### src/hw/rtl/tttr_pkg.sv
// ----------------------------------------------------------------------------
// tttr_pkg
// Shared types, constants and helper functions of the tap tempo clock tracker
// ----------------------------------------------------------------------------
package tttr_pkg;

    localparam int TIMER_BITS = 32;
    localparam int PERIOD_W   = 32;
    localparam int HOLD_W     = 32;
    localparam int SMALL_W    = 16;
    localparam int CFG_DATA_W = 32;
    localparam int CFG_IDX_W  = 2;
    localparam int CMP_W      = (TIMER_BITS > HOLD_W) ? TIMER_BITS : HOLD_W;

    typedef logic [TIMER_BITS-1:0] timer_t;

    localparam timer_t TIMER_MAX = '1;

    localparam logic [HOLD_W-1:0]  HOLD_CLEAR_RESET   = HOLD_W'(2000);
    localparam logic [SMALL_W-1:0] SMALL_CHANGE_RESET = SMALL_W'(100);

    typedef enum logic [CFG_IDX_W-1:0] {
        REG_HOLD_CLEAR   = 2'd0,
        REG_FREE_RUNNING = 2'd1,
        REG_FALLBACK     = 2'd2,
        REG_SMALL_CHANGE = 2'd3
    } cfg_reg_t;

    typedef struct packed {
        logic [HOLD_W-1:0]  hold_clear_ticks;
        logic               free_running;
        logic               fallback_to_tap;
        logic [SMALL_W-1:0] small_change_ticks;
    } cfg_t;

    typedef struct packed {
        logic button_level;
        logic ping_edge;
    } item_t;

    typedef struct packed {
        logic [PERIOD_W-1:0] period;
        logic                clock_bus;
        logic                tap_out;
        logic                period_updated;
        logic                force_jump;
        logic                small_change;
        logic                stop_request;
        logic                restart_now;
    } result_t;

    // pipeline handshake between the stages
    typedef struct packed {
        logic s1_valid;
        logic advance;
    } stage_ctrl_t;

    function automatic timer_t sat_inc(input timer_t t);
        return (t == TIMER_MAX) ? t : t + timer_t'(1);
    endfunction

    function automatic timer_t abs_diff(input timer_t a, input timer_t b);
        return (a > b) ? a - b : b - a;
    endfunction

endpackage

### src/hw/rtl/tttr_in_if.sv
// ----------------------------------------------------------------------------
// tttr_in_if
// Tick channel: button level and ping edge per beat
// ----------------------------------------------------------------------------
interface tttr_in_if;
    logic valid;
    logic ready;
    logic button_level;
    logic ping_edge;

    modport source (output valid, output button_level, output ping_edge, input ready);
    modport sink   (input valid, input button_level, input ping_edge, output ready);
endinterface

### src/hw/rtl/tttr_out_if.sv
// ----------------------------------------------------------------------------
// tttr_out_if
// Result channel: period, clock levels and event flags per beat
// ----------------------------------------------------------------------------
interface tttr_out_if;
    logic        valid;
    logic        ready;
    logic [31:0] period;
    logic        clock_bus;
    logic        tap_out;
    logic        period_updated;
    logic        force_jump;
    logic        small_change;
    logic        stop_request;
    logic        restart_now;

    modport source (
        output valid, output period, output clock_bus, output tap_out,
        output period_updated, output force_jump, output small_change,
        output stop_request, output restart_now, input ready
    );
    modport sink (
        input valid, input period, input clock_bus, input tap_out,
        input period_updated, input force_jump, input small_change,
        input stop_request, input restart_now, output ready
    );
endinterface

### src/hw/rtl/tap_tempo_ping_clock_tracker_top.sv
// ----------------------------------------------------------------------------
// tap_tempo_ping_clock_tracker_top
// Tap tempo clock tracker with external ping sync
//
//   channel  | dir | handshake          | payload
//   ---------+-----+--------------------+-----------------------------------
//   in_ch    | in  | valid / ready      | button_level, ping_edge
//   out_ch   | out | valid / ready      | period, levels, event flags
//   cfg      | in  | cfg_wr_en          | cfg_index, cfg_data
//
// one beat per clock unless out_ch stalls; a beat passes the input register,
// one pass of tick logic and the result register on its way to out_ch
// reset clears all tracker state and loads the register defaults
// a stalled result holds the core; the input register still takes one beat
// ----------------------------------------------------------------------------
module tap_tempo_ping_clock_tracker_top (
    input  logic                             clk,
    input  logic                             rst_n,
    input  logic                             cfg_wr_en,
    input  logic [tttr_pkg::CFG_IDX_W-1:0]   cfg_index,
    input  logic [tttr_pkg::CFG_DATA_W-1:0]  cfg_data,
    tttr_in_if.sink                          in_ch,
    tttr_out_if.source                       out_ch
);

    tttr_pkg::cfg_t        cfg;
    tttr_pkg::item_t       item;
    tttr_pkg::result_t     result;
    tttr_pkg::stage_ctrl_t ctrl;
    logic                  out_can_take;

    tttr_cfg_regs u_cfg_regs (
        .clk   (clk),
        .rst_n (rst_n),
        .wr_en (cfg_wr_en),
        .index (cfg_index),
        .data  (cfg_data),
        .cfg   (cfg)
    );

    tttr_in_stage u_in_stage (
        .clk          (clk),
        .rst_n        (rst_n),
        .in_ch        (in_ch),
        .out_can_take (out_can_take),
        .ctrl         (ctrl),
        .item         (item)
    );

    tttr_tick_core u_tick_core (
        .clk    (clk),
        .rst_n  (rst_n),
        .step   (ctrl.advance),
        .item   (item),
        .cfg    (cfg),
        .result (result)
    );

    tttr_out_stage u_out_stage (
        .clk      (clk),
        .rst_n    (rst_n),
        .ctrl     (ctrl),
        .result   (result),
        .can_take (out_can_take),
        .out_ch   (out_ch)
    );

endmodule

### src/hw/rtl/tttr_cfg_regs.sv
// ----------------------------------------------------------------------------
// tttr_cfg_regs
// Configuration register file, write only
// ----------------------------------------------------------------------------
module tttr_cfg_regs (
    input  logic                                clk,
    input  logic                                rst_n,
    input  logic                                wr_en,
    input  logic [tttr_pkg::CFG_IDX_W-1:0]      index,
    input  logic [tttr_pkg::CFG_DATA_W-1:0]     data,
    output tttr_pkg::cfg_t                      cfg
);

    tttr_pkg::cfg_t cfg_reg;
    tttr_pkg::cfg_t cfg_next;

    always_comb
    begin
        cfg_next = cfg_reg;
        if (wr_en)
        begin
            case (tttr_pkg::cfg_reg_t'(index))
                tttr_pkg::REG_HOLD_CLEAR:
                    cfg_next.hold_clear_ticks = data[tttr_pkg::HOLD_W-1:0];
                tttr_pkg::REG_FREE_RUNNING:
                    cfg_next.free_running = data[0];
                tttr_pkg::REG_FALLBACK:
                    cfg_next.fallback_to_tap = data[0];
                tttr_pkg::REG_SMALL_CHANGE:
                    cfg_next.small_change_ticks = data[tttr_pkg::SMALL_W-1:0];
                default:
                    cfg_next = cfg_reg;
            endcase
        end
    end

    always_ff @(posedge clk or negedge rst_n)
    begin
        if (!rst_n)
        begin
            cfg_reg.hold_clear_ticks   <= tttr_pkg::HOLD_CLEAR_RESET;
            cfg_reg.free_running       <= 1'b0;
            cfg_reg.fallback_to_tap    <= 1'b0;
            cfg_reg.small_change_ticks <= tttr_pkg::SMALL_CHANGE_RESET;
        end
        else
        begin
            cfg_reg <= cfg_next;
        end
    end

    assign cfg = cfg_reg;

endmodule

### src/hw/rtl/tttr_in_stage.sv
// ----------------------------------------------------------------------------
// tttr_in_stage
// Input register holding one tick beat until the core takes it
// ----------------------------------------------------------------------------
module tttr_in_stage (
    input  logic                 clk,
    input  logic                 rst_n,
    tttr_in_if.sink              in_ch,
    input  logic                 out_can_take,
    output tttr_pkg::stage_ctrl_t ctrl,
    output tttr_pkg::item_t      item
);

    logic            s1_valid_reg;
    logic            s1_valid_next;
    tttr_pkg::item_t item_reg;
    logic            advance;
    logic            take;

    assign advance     = s1_valid_reg && out_can_take;
    assign in_ch.ready = !s1_valid_reg || advance;
    assign take        = in_ch.valid && in_ch.ready;

    always_comb
    begin
        s1_valid_next = s1_valid_reg;
        if (take)
            s1_valid_next = 1'b1;
        else if (advance)
            s1_valid_next = 1'b0;
    end

    always_ff @(posedge clk or negedge rst_n)
    begin
        if (!rst_n)
        begin
            s1_valid_reg <= 1'b0;
        end
        else
        begin
            s1_valid_reg <= s1_valid_next;
        end
    end

    always_ff @(posedge clk)
    begin
        if (take)
        begin
            item_reg.button_level <= in_ch.button_level;
            item_reg.ping_edge    <= in_ch.ping_edge;
        end
    end

    assign ctrl.s1_valid = s1_valid_reg;
    assign ctrl.advance  = advance;
    assign item          = item_reg;

endmodule

### src/hw/rtl/tttr_tick_core.sv
// ----------------------------------------------------------------------------
// tttr_tick_core
// Tracker state and the single-pass update for one tick
// ----------------------------------------------------------------------------
module tttr_tick_core (
    input  logic              clk,
    input  logic              rst_n,
    input  logic              step,
    input  tttr_pkg::item_t   item,
    input  tttr_pkg::cfg_t    cfg,
    output tttr_pkg::result_t result
);

    tttr_pkg::timer_t clock_period_reg, clock_period_next;
    tttr_pkg::timer_t last_tap_interval_reg, last_tap_interval_next;
    tttr_pkg::timer_t tap_period_reg, tap_period_next;
    tttr_pkg::timer_t tap_in_timer_reg, tap_in_timer_next;
    tttr_pkg::timer_t tap_out_timer_reg, tap_out_timer_next;
    tttr_pkg::timer_t ping_timer_reg, ping_timer_next;
    tttr_pkg::timer_t ping_stamp_reg, ping_stamp_next;
    logic tap_mode_reg, tap_mode_next;
    logic tap_tick_seen_reg, tap_tick_seen_next;
    logic button_prev_reg, button_prev_next;
    logic bus_level_reg, bus_level_next;
    logic tap_level_reg, tap_level_next;

    tttr_pkg::timer_t now;
    tttr_pkg::timer_t prev;
    tttr_pkg::timer_t diff;
    tttr_pkg::timer_t phase;
    logic ping_valid;
    logic upd, jump, small_chg, stop, restart;

    always_comb
    begin
        clock_period_next      = clock_period_reg;
        last_tap_interval_next = last_tap_interval_reg;
        tap_period_next        = tap_period_reg;
        ping_stamp_next        = ping_stamp_reg;
        tap_mode_next          = tap_mode_reg;
        tap_tick_seen_next     = tap_tick_seen_reg;
        bus_level_next         = bus_level_reg;
        tap_level_next         = tap_level_reg;
        ping_valid = 1'b0;
        upd        = 1'b0;
        jump       = 1'b0;
        small_chg  = 1'b0;
        stop       = 1'b0;
        restart    = 1'b0;
        prev       = '0;
        diff       = '0;
        phase      = '0;

        tap_in_timer_next  = tttr_pkg::sat_inc(tap_in_timer_reg);
        tap_out_timer_next = tttr_pkg::sat_inc(tap_out_timer_reg);
        ping_timer_next    = tttr_pkg::sat_inc(ping_timer_reg);
        now                = tap_in_timer_next;

        // external ping
        if (item.ping_edge)
        begin
            ping_stamp_next = ping_timer_next;
            ping_valid      = 1'b1;
            bus_level_next  = 1'b1;
            ping_timer_next = '0;
            tap_mode_next   = 1'b0;
        end

        // tap button
        if (item.button_level)
        begin
            if (!button_prev_reg)
            begin
                tap_mode_next = 1'b1;
                if ((last_tap_interval_next != '0) &&
                    (tttr_pkg::abs_diff(last_tap_interval_next, now) <
                     (last_tap_interval_next >> 1)))
                begin
                    clock_period_next = (now >> 1) + (last_tap_interval_next >> 1);
                end
                else
                begin
                    clock_period_next      = now;
                    last_tap_interval_next = now;
                end
                tap_period_next    = clock_period_next;
                tap_in_timer_next  = '0;
                tap_out_timer_next = '0;
                upd  = 1'b1;
                jump = 1'b1;
            end
            else if (tttr_pkg::CMP_W'(now) > tttr_pkg::CMP_W'(cfg.hold_clear_ticks))
            begin
                if (tap_mode_next)
                begin
                    stop              = 1'b1;
                    clock_period_next = '0;
                    tap_mode_next     = 1'b0;
                end
                tap_period_next        = '0;
                last_tap_interval_next = '0;
                tap_out_timer_next     = '0;
            end
        end
        button_prev_next = item.button_level;

        // tap clock generator
        if (tap_period_next != '0)
        begin
            if (tap_out_timer_next >= tap_period_next)
            begin
                tap_out_timer_next = '0;
                if (tap_mode_next)
                begin
                    bus_level_next     = 1'b1;
                    tap_tick_seen_next = 1'b1;
                end
                tap_level_next = 1'b1;
            end
            else if (tap_out_timer_next >= (tap_period_next >> 1))
            begin
                tap_level_next = 1'b0;
            end
        end

        // period from ping, or ping timeout
        if (tap_tick_seen_next || ping_valid)
        begin
            if (ping_valid)
            begin
                prev              = clock_period_next;
                clock_period_next = ping_stamp_next;
                if (prev != '0)
                begin
                    diff = tttr_pkg::abs_diff(clock_period_next, prev);
                    if (diff > (prev >> 3))
                        jump = 1'b1;
                    else if (diff > tttr_pkg::timer_t'(cfg.small_change_ticks))
                        small_chg = 1'b1;
                end
            end
            ping_stamp_next    = '0;
            tap_tick_seen_next = 1'b0;
            if (!tap_mode_next)
                last_tap_interval_next = '0;
            upd = 1'b1;
        end
        else if ((clock_period_next != '0) && !cfg.free_running && !tap_mode_next)
        begin
            if ({1'b0, ping_timer_next} >= {clock_period_next, 1'b0})
            begin
                ping_timer_next = '0;
                if ((tap_period_next != '0) && cfg.fallback_to_tap)
                begin
                    tap_mode_next     = 1'b1;
                    clock_period_next = tap_period_next;
                    upd     = 1'b1;
                    restart = 1'b1;
                end
                else
                begin
                    stop              = 1'b1;
                    clock_period_next = '0;
                end
            end
        end

        // clock bus falls at half period
        if (clock_period_next != '0)
        begin
            phase = tap_mode_next ? tap_out_timer_next : ping_timer_next;
            if (phase >= (clock_period_next >> 1))
                bus_level_next = 1'b0;
        end
    end

    always_ff @(posedge clk or negedge rst_n)
    begin
        if (!rst_n)
        begin
            clock_period_reg      <= '0;
            last_tap_interval_reg <= '0;
            tap_period_reg        <= '0;
            tap_in_timer_reg      <= '0;
            tap_out_timer_reg     <= '0;
            ping_timer_reg        <= '0;
            ping_stamp_reg        <= '0;
            tap_mode_reg          <= 1'b0;
            tap_tick_seen_reg     <= 1'b0;
            button_prev_reg       <= 1'b0;
            bus_level_reg         <= 1'b0;
            tap_level_reg         <= 1'b0;
        end
        else if (step)
        begin
            clock_period_reg      <= clock_period_next;
            last_tap_interval_reg <= last_tap_interval_next;
            tap_period_reg        <= tap_period_next;
            tap_in_timer_reg      <= tap_in_timer_next;
            tap_out_timer_reg     <= tap_out_timer_next;
            ping_timer_reg        <= ping_timer_next;
            ping_stamp_reg        <= ping_stamp_next;
            tap_mode_reg          <= tap_mode_next;
            tap_tick_seen_reg     <= tap_tick_seen_next;
            button_prev_reg       <= button_prev_next;
            bus_level_reg         <= bus_level_next;
            tap_level_reg         <= tap_level_next;
        end
    end

    assign result.period         = tttr_pkg::PERIOD_W'(clock_period_next);
    assign result.clock_bus      = bus_level_next;
    assign result.tap_out        = tap_level_next;
    assign result.period_updated = upd;
    assign result.force_jump     = jump;
    assign result.small_change   = small_chg;
    assign result.stop_request   = stop;
    assign result.restart_now    = restart;

    ping_clears_timer: assert property (@(posedge clk) disable iff (!rst_n)
        step && item.ping_edge |=> ping_timer_reg == '0)
        else $error("ping beat did not clear the ping timer");

    tap_timer_below_period: assert property (@(posedge clk) disable iff (!rst_n)
        tap_period_reg != '0 |-> tap_out_timer_reg < tap_period_reg)
        else $error("tap output timer reached the tap period");

    restart_consistent: assert property (@(posedge clk) disable iff (!rst_n)
        step && restart |-> upd && !stop && tap_mode_next)
        else $error("restart without update or together with stop");

    stop_clears_period: assert property (@(posedge clk) disable iff (!rst_n)
        step && stop |=> clock_period_reg == '0 && !tap_mode_reg)
        else $error("stop left a running clock");

endmodule

### src/hw/rtl/tttr_out_stage.sv
// ----------------------------------------------------------------------------
// tttr_out_stage
// Result register towards the output channel
// ----------------------------------------------------------------------------
module tttr_out_stage (
    input  logic               clk,
    input  logic               rst_n,
    input  tttr_pkg::stage_ctrl_t ctrl,
    input  tttr_pkg::result_t  result,
    output logic               can_take,
    tttr_out_if.source         out_ch
);

    logic              out_valid_reg;
    logic              out_valid_next;
    tttr_pkg::result_t result_reg;

    assign can_take = !out_valid_reg || out_ch.ready;

    always_comb
    begin
        out_valid_next = out_valid_reg;
        if (ctrl.advance)
            out_valid_next = 1'b1;
        else if (out_ch.ready)
            out_valid_next = 1'b0;
    end

    always_ff @(posedge clk or negedge rst_n)
    begin
        if (!rst_n)
        begin
            out_valid_reg <= 1'b0;
        end
        else
        begin
            out_valid_reg <= out_valid_next;
        end
    end

    always_ff @(posedge clk)
    begin
        if (ctrl.advance)
            result_reg <= result;
    end

    assign out_ch.valid          = out_valid_reg;
    assign out_ch.period         = result_reg.period;
    assign out_ch.clock_bus      = result_reg.clock_bus;
    assign out_ch.tap_out        = result_reg.tap_out;
    assign out_ch.period_updated = result_reg.period_updated;
    assign out_ch.force_jump     = result_reg.force_jump;
    assign out_ch.small_change   = result_reg.small_change;
    assign out_ch.stop_request   = result_reg.stop_request;
    assign out_ch.restart_now    = result_reg.restart_now;

endmodule
### src/flat_wrapper.sv
// flat-port wrapper written by rule: the top's interface ports become plain ports
module tap_tempo_ping_clock_tracker_top_flat 
  (clk, rst_n, cfg_wr_en, cfg_index, cfg_data, in_ch_valid, in_ch_button_level, in_ch_ping_edge, in_ch_ready, out_ch_valid, out_ch_period, out_ch_clock_bus, out_ch_tap_out, out_ch_period_updated, out_ch_force_jump, out_ch_small_change, out_ch_stop_request, out_ch_restart_now, out_ch_ready);
  tttr_in_if in_ch_i ();
  tttr_out_if out_ch_i ();
  input  logic clk;
  input  logic rst_n;
  input  logic cfg_wr_en;
  input  logic [tttr_pkg::CFG_IDX_W-1:0] cfg_index;
  input  logic [tttr_pkg::CFG_DATA_W-1:0] cfg_data;
  input wire logic [$bits(in_ch_i.valid)-1:0] in_ch_valid;
  input wire logic [$bits(in_ch_i.button_level)-1:0] in_ch_button_level;
  input wire logic [$bits(in_ch_i.ping_edge)-1:0] in_ch_ping_edge;
  output wire logic [$bits(in_ch_i.ready)-1:0] in_ch_ready;
  output wire logic [$bits(out_ch_i.valid)-1:0] out_ch_valid;
  output wire logic [$bits(out_ch_i.period)-1:0] out_ch_period;
  output wire logic [$bits(out_ch_i.clock_bus)-1:0] out_ch_clock_bus;
  output wire logic [$bits(out_ch_i.tap_out)-1:0] out_ch_tap_out;
  output wire logic [$bits(out_ch_i.period_updated)-1:0] out_ch_period_updated;
  output wire logic [$bits(out_ch_i.force_jump)-1:0] out_ch_force_jump;
  output wire logic [$bits(out_ch_i.small_change)-1:0] out_ch_small_change;
  output wire logic [$bits(out_ch_i.stop_request)-1:0] out_ch_stop_request;
  output wire logic [$bits(out_ch_i.restart_now)-1:0] out_ch_restart_now;
  input wire logic [$bits(out_ch_i.ready)-1:0] out_ch_ready;
  assign in_ch_i.valid = in_ch_valid;
  assign in_ch_i.button_level = in_ch_button_level;
  assign in_ch_i.ping_edge = in_ch_ping_edge;
  assign in_ch_ready = in_ch_i.ready;
  assign out_ch_valid = out_ch_i.valid;
  assign out_ch_period = out_ch_i.period;
  assign out_ch_clock_bus = out_ch_i.clock_bus;
  assign out_ch_tap_out = out_ch_i.tap_out;
  assign out_ch_period_updated = out_ch_i.period_updated;
  assign out_ch_force_jump = out_ch_i.force_jump;
  assign out_ch_small_change = out_ch_i.small_change;
  assign out_ch_stop_request = out_ch_i.stop_request;
  assign out_ch_restart_now = out_ch_i.restart_now;
  assign out_ch_i.ready = out_ch_ready;
  tap_tempo_ping_clock_tracker_top u_core (.clk(clk), .rst_n(rst_n), .cfg_wr_en(cfg_wr_en), .cfg_index(cfg_index), .cfg_data(cfg_data), .in_ch(in_ch_i), .out_ch(out_ch_i));
endmodule
### config.mk
export PLATFORM = sky130hd
export DESIGN_NAME = tap_tempo_ping_clock_tracker_top_flat
export DESIGN_NICKNAME = d
export VERILOG_FILES = /design/src/hw/rtl/tttr_pkg.sv /design/src/hw/rtl/tttr_in_if.sv /design/src/hw/rtl/tttr_out_if.sv /design/src/hw/rtl/tap_tempo_ping_clock_tracker_top.sv /design/src/hw/rtl/tttr_cfg_regs.sv /design/src/hw/rtl/tttr_in_stage.sv /design/src/hw/rtl/tttr_tick_core.sv /design/src/hw/rtl/tttr_out_stage.sv /design/src/flat_wrapper.sv
export SDC_FILE = /design/constraint.sdc
export NUM_CORES = 2
export LEC_CHECK = 0
export BUFFER_PORTS_ARGS = -buffer_cell sky130_fd_sc_hd__buf_4
export CORE_UTILIZATION = 50
export CTS_CLUSTER_DIAMETER = 150
export DETAILED_ROUTE_END_ITERATION = 12
export PLACE_DENSITY = 0.7
export SLEW_MARGIN = 20
export SYNTH_ARGS = -nofsm -noshare
export SYNTH_HDL_FRONTEND = slang
export SYNTH_SLANG_ARGS = --single-unit
### constraint.sdc
create_clock -name clk -period 19.5 [get_ports clk]
set_input_delay 5.85 -clock clk [delete_from_list [all_inputs] [get_ports clk]]
set_output_delay 5.85 -clock clk [all_outputs]
set_load 0.1 [all_outputs]
==> run metrics <==
largest net degree at the start of global routing just under 200; Post-CTS Setup Bufs 0; dpl cells about 4,800; CTS Buf Count 41; Syn Nets 4,415; total power slightly above 7 mW; Resized Gates After CTS 0; WL/cell 26.3 um; slew margin rel. 0.189; initial antenna violation count 6; ANT nets after route 0; H-Tree Depth 2; class of the worst hold path reg -> reg; Worst IR Drop VDD 0.177 mV; Top FF cell, synth dfrtp_1; maximum operating frequency between 50 and 60 MHz; Congestion Overflow GR 0; register area share after synthesis 0.262; CTS tree built; Hold Worst Slack between 0.4 and 0.5 ns; Crit. End Element flop; Gate Count Post-Synth 3,977; gr usage total 0.394; dpl hpwl 98.8 mm; Power Density between 200 and 250 mW/mm^2; Final period util 0.910; slowest CP cell xor2_1; Final setup viols 0; FF-to-FF Start u_core.u_tick_core.tap_in_timer_reg[0]$_DFFE_PN0P_; Critical Path Source Type flop; Distinct cells, synth between 100 and 150; port bufs between 80 and 90; RSZ-0062 raised after global routing false; global-route wire length before repair 190 mm; # clock sinks between 300 and 400; Worst Hold Depth 2; Leak about 16 nW; Worst EP arrival approximately 18 ns; asr flop ratio synth 0.873; cell family with most CP delay compound AO/OA/AOI/OAI gates; clk slew on worst S/H paths ~0.07 ns; die area around 0.064 mm^2; Die X-Extent approximately 250 um; Vias/cell between 6 and 7; Crit Path Category reg -> reg; syn_area_per_cell slightly below 8 um^2; layout cells sized above 1 0.0852; hold path startpoint u_core.u_tick_core.ping_stamp_reg[0]$_DFFE_PN0P_; required time worst endpoint 19.97 ns; total negative setup slack 0 ns; initial core utilization 0.510; Syn-to-layout area delta 9.42%; hold_buf cts 0; vias in the first global route 29,400; Worst R2R Path Depth between 60 and 70; Residual DRC 0; Seq cells post-synth 322; synthesized area between 0.03 and 0.04 mm^2; worst skew pair latency 0.59 ns; iteration-0 DRC count of the detailed router 5,309; nets roughly 4,400; max incr delay on CP about 0.80 ns; post-layout min period 17.74 ns; # IOs between 80 and 90; Reg-to-Reg End u_core.u_out_stage.out_ch.clock_bus$_DFFE_PP_; DIE HEIGHT 253 um; worst reg2reg setup slack approximately 1.8 ns; CP Buf/Inv Count 4; Placeable Area just over 0.06 mm^2; outcome complete, no violations; Most Frequent Cell on Critical Path a21o_1; final wirelength between 100 and 150 mm; GP Congestion around 1.1; Rows between 90 and 100; number of enable flip-flop cells after synthesis 41; Worst-Margin Slew 1.20 ns; root buffer cell clkbuf_16; Yosys warnings 0; Max Buffers Root-to-Sink 3; max_cap viols 0; final count of pins violating max slew 0; CP Max Fanout 39; vias post-DR around 32,000; final hold vios 0; Final Skew about 0.022 ns; Detailed Routing Iterations Pass 1 6; Finished Layout Cells 4,879; hold endpoint u_core.u_tick_core.ping_stamp_reg[0]$_DFFE_PN0P_; number of flip-flops in the largest register 50
[stage by stage]
stage | util | setup slack (ns) | area (um^2)
2_1_floorplan | - | 4.37 | 31600
4_1_cts | 0.557 | 2.41 | 34600
5_1_grt | 0.557 | 0.980 | 34600
6_report | 0.558 | 1.76 | 34600
3_5_place_dp | 0.536 | 2.48 | 33300
3_3_place_gp | 0.536 | 3.09 | 33300
[Yosys cell counts, drive strengths merged, types with 58 or more instances]
library cell / n / area share
a21o: 117 / 0.028
nand3: 74 / 0.012
ha: 392 / 0.16
a21oi: 307 / 0.049
inv: 310 / 0.037
nand4: 85 / 0.017
xnor2: 103 / 0.029
o31ai: 102 / 0.024
nor2: 255 / 0.031
nor2b: 67 / 0.013
dfrtp: 272 / 0.22
xor2: 66 / 0.018
clkbuf: 147 / 0.017
nand2: 455 / 0.054
o21ai: 355 / 0.056
o22ai: 58 / 0.012
[cells by family after synthesis]
logic type / count (synthesis) / synth area share
simple gates: 1216 / 0.185
xor+xnor: 169 / 0.0468
compound gates: 1296 / 0.261
flops: 322 / 0.262
fa+ha+maj: 397 / 0.158
buf+inv: 503 / 0.0616
mux: 74 / 0.0255
[cell usage in the layout (no fill, tap or decap), types with 85 or more instances in the layout]
master / n
nand2_1: 454
ha_1: 392
o21ai_0: 348
a21oi_1: 306
inv_1: 304
dfrtp_1: 271
nor2_1: 248
buf_4: 173
a21o_1: 117
xnor2_1: 103
o31ai_1: 102
nand4_1: 85
[worst max path at each step]
stage	startpoint	endpoint	slack, ns	depth (start not counted)
finish	u_core.u_tick_core.tap_in_timer_reg[0]$_DFFE_PN0P_	u_core.u_out_stage.out_ch.clock_bus$_DFFE_PP_	1.76	67
global route	u_core.u_tick_core.tap_in_timer_reg[0]$_DFFE_PN0P_	u_core.u_out_stage.out_ch.clock_bus$_DFFE_PP_	0.98	67
CTS	u_core.u_tick_core.tap_in_timer_reg[0]$_DFFE_PN0P_	u_core.u_out_stage.out_ch.clock_bus$_DFFE_PP_	2.41	67
floorplan	u_core.u_tick_core.tap_in_timer_reg[0]$_DFFE_PN0P_	u_core.u_out_stage.out_ch.force_jump$_DFFE_PP_	4.37	73
detailed placement	u_core.u_tick_core.tap_in_timer_reg[0]$_DFFE_PN0P_	u_core.u_out_stage.out_ch.clock_bus$_DFFE_PP_	2.48	67
global placement	u_core.u_tick_core.tap_in_timer_reg[0]$_DFFE_PN0P_	u_core.u_out_stage.out_ch.clock_bus$_DFFE_PP_	3.09	68
[power breakdown]
part / switching (mW) / internal, mW / leakage (nW)
registers: 0.0768 / 0.781 / 4.13
clock network: 0.326 / 0.439 / 0.636
logic: 3.59 / 1.97 / 11.6
total: 3.99 / 3.19 / 16.3
[layout make-up]
| cell class | instances | area [um^2] |
|---|---|---|
| tap | 837 | 1050 |
| antenna | 5 | 12.5 |
| clock buffer | 66 | 1250 |
| fill | 5829 | 27500 |
| inverter | 313 | 1180 |
| sequential | 322 | 8280 |
| clock inverter | 9 | 60.1 |
| timing repair buffer | 175 | 1330 |
| multi-input combinational | 3152 | 21400 |
[routing by layer]
layer | wire [um] | up-vias | global-route usage | part of all wire
met3 | 19500 | 428 | 0.144 | 0.15
met1 | 52500 | 15300 | 0.556 | 0.41
met4 | 6150 | 12 | 0.155 | 0.048
met2 | 50000 | 2273 | 0.539 | 0.39
met5 | 180 | - | 0 | 0.0014
li1 | - | 14500 | - | -
[worst min-delay path: cells and delay by family (launching register included)]
| family | cells | cell delay, ns |
|---|---|---|
| AO/OA/AOI/OAI | 1 | 0.05 |
| flip-flops | 1 | 0.34 |
| AND/OR/NAND/NOR | 1 | 0.05 |
No activity file was read; power rests on OpenSTA's default activity.
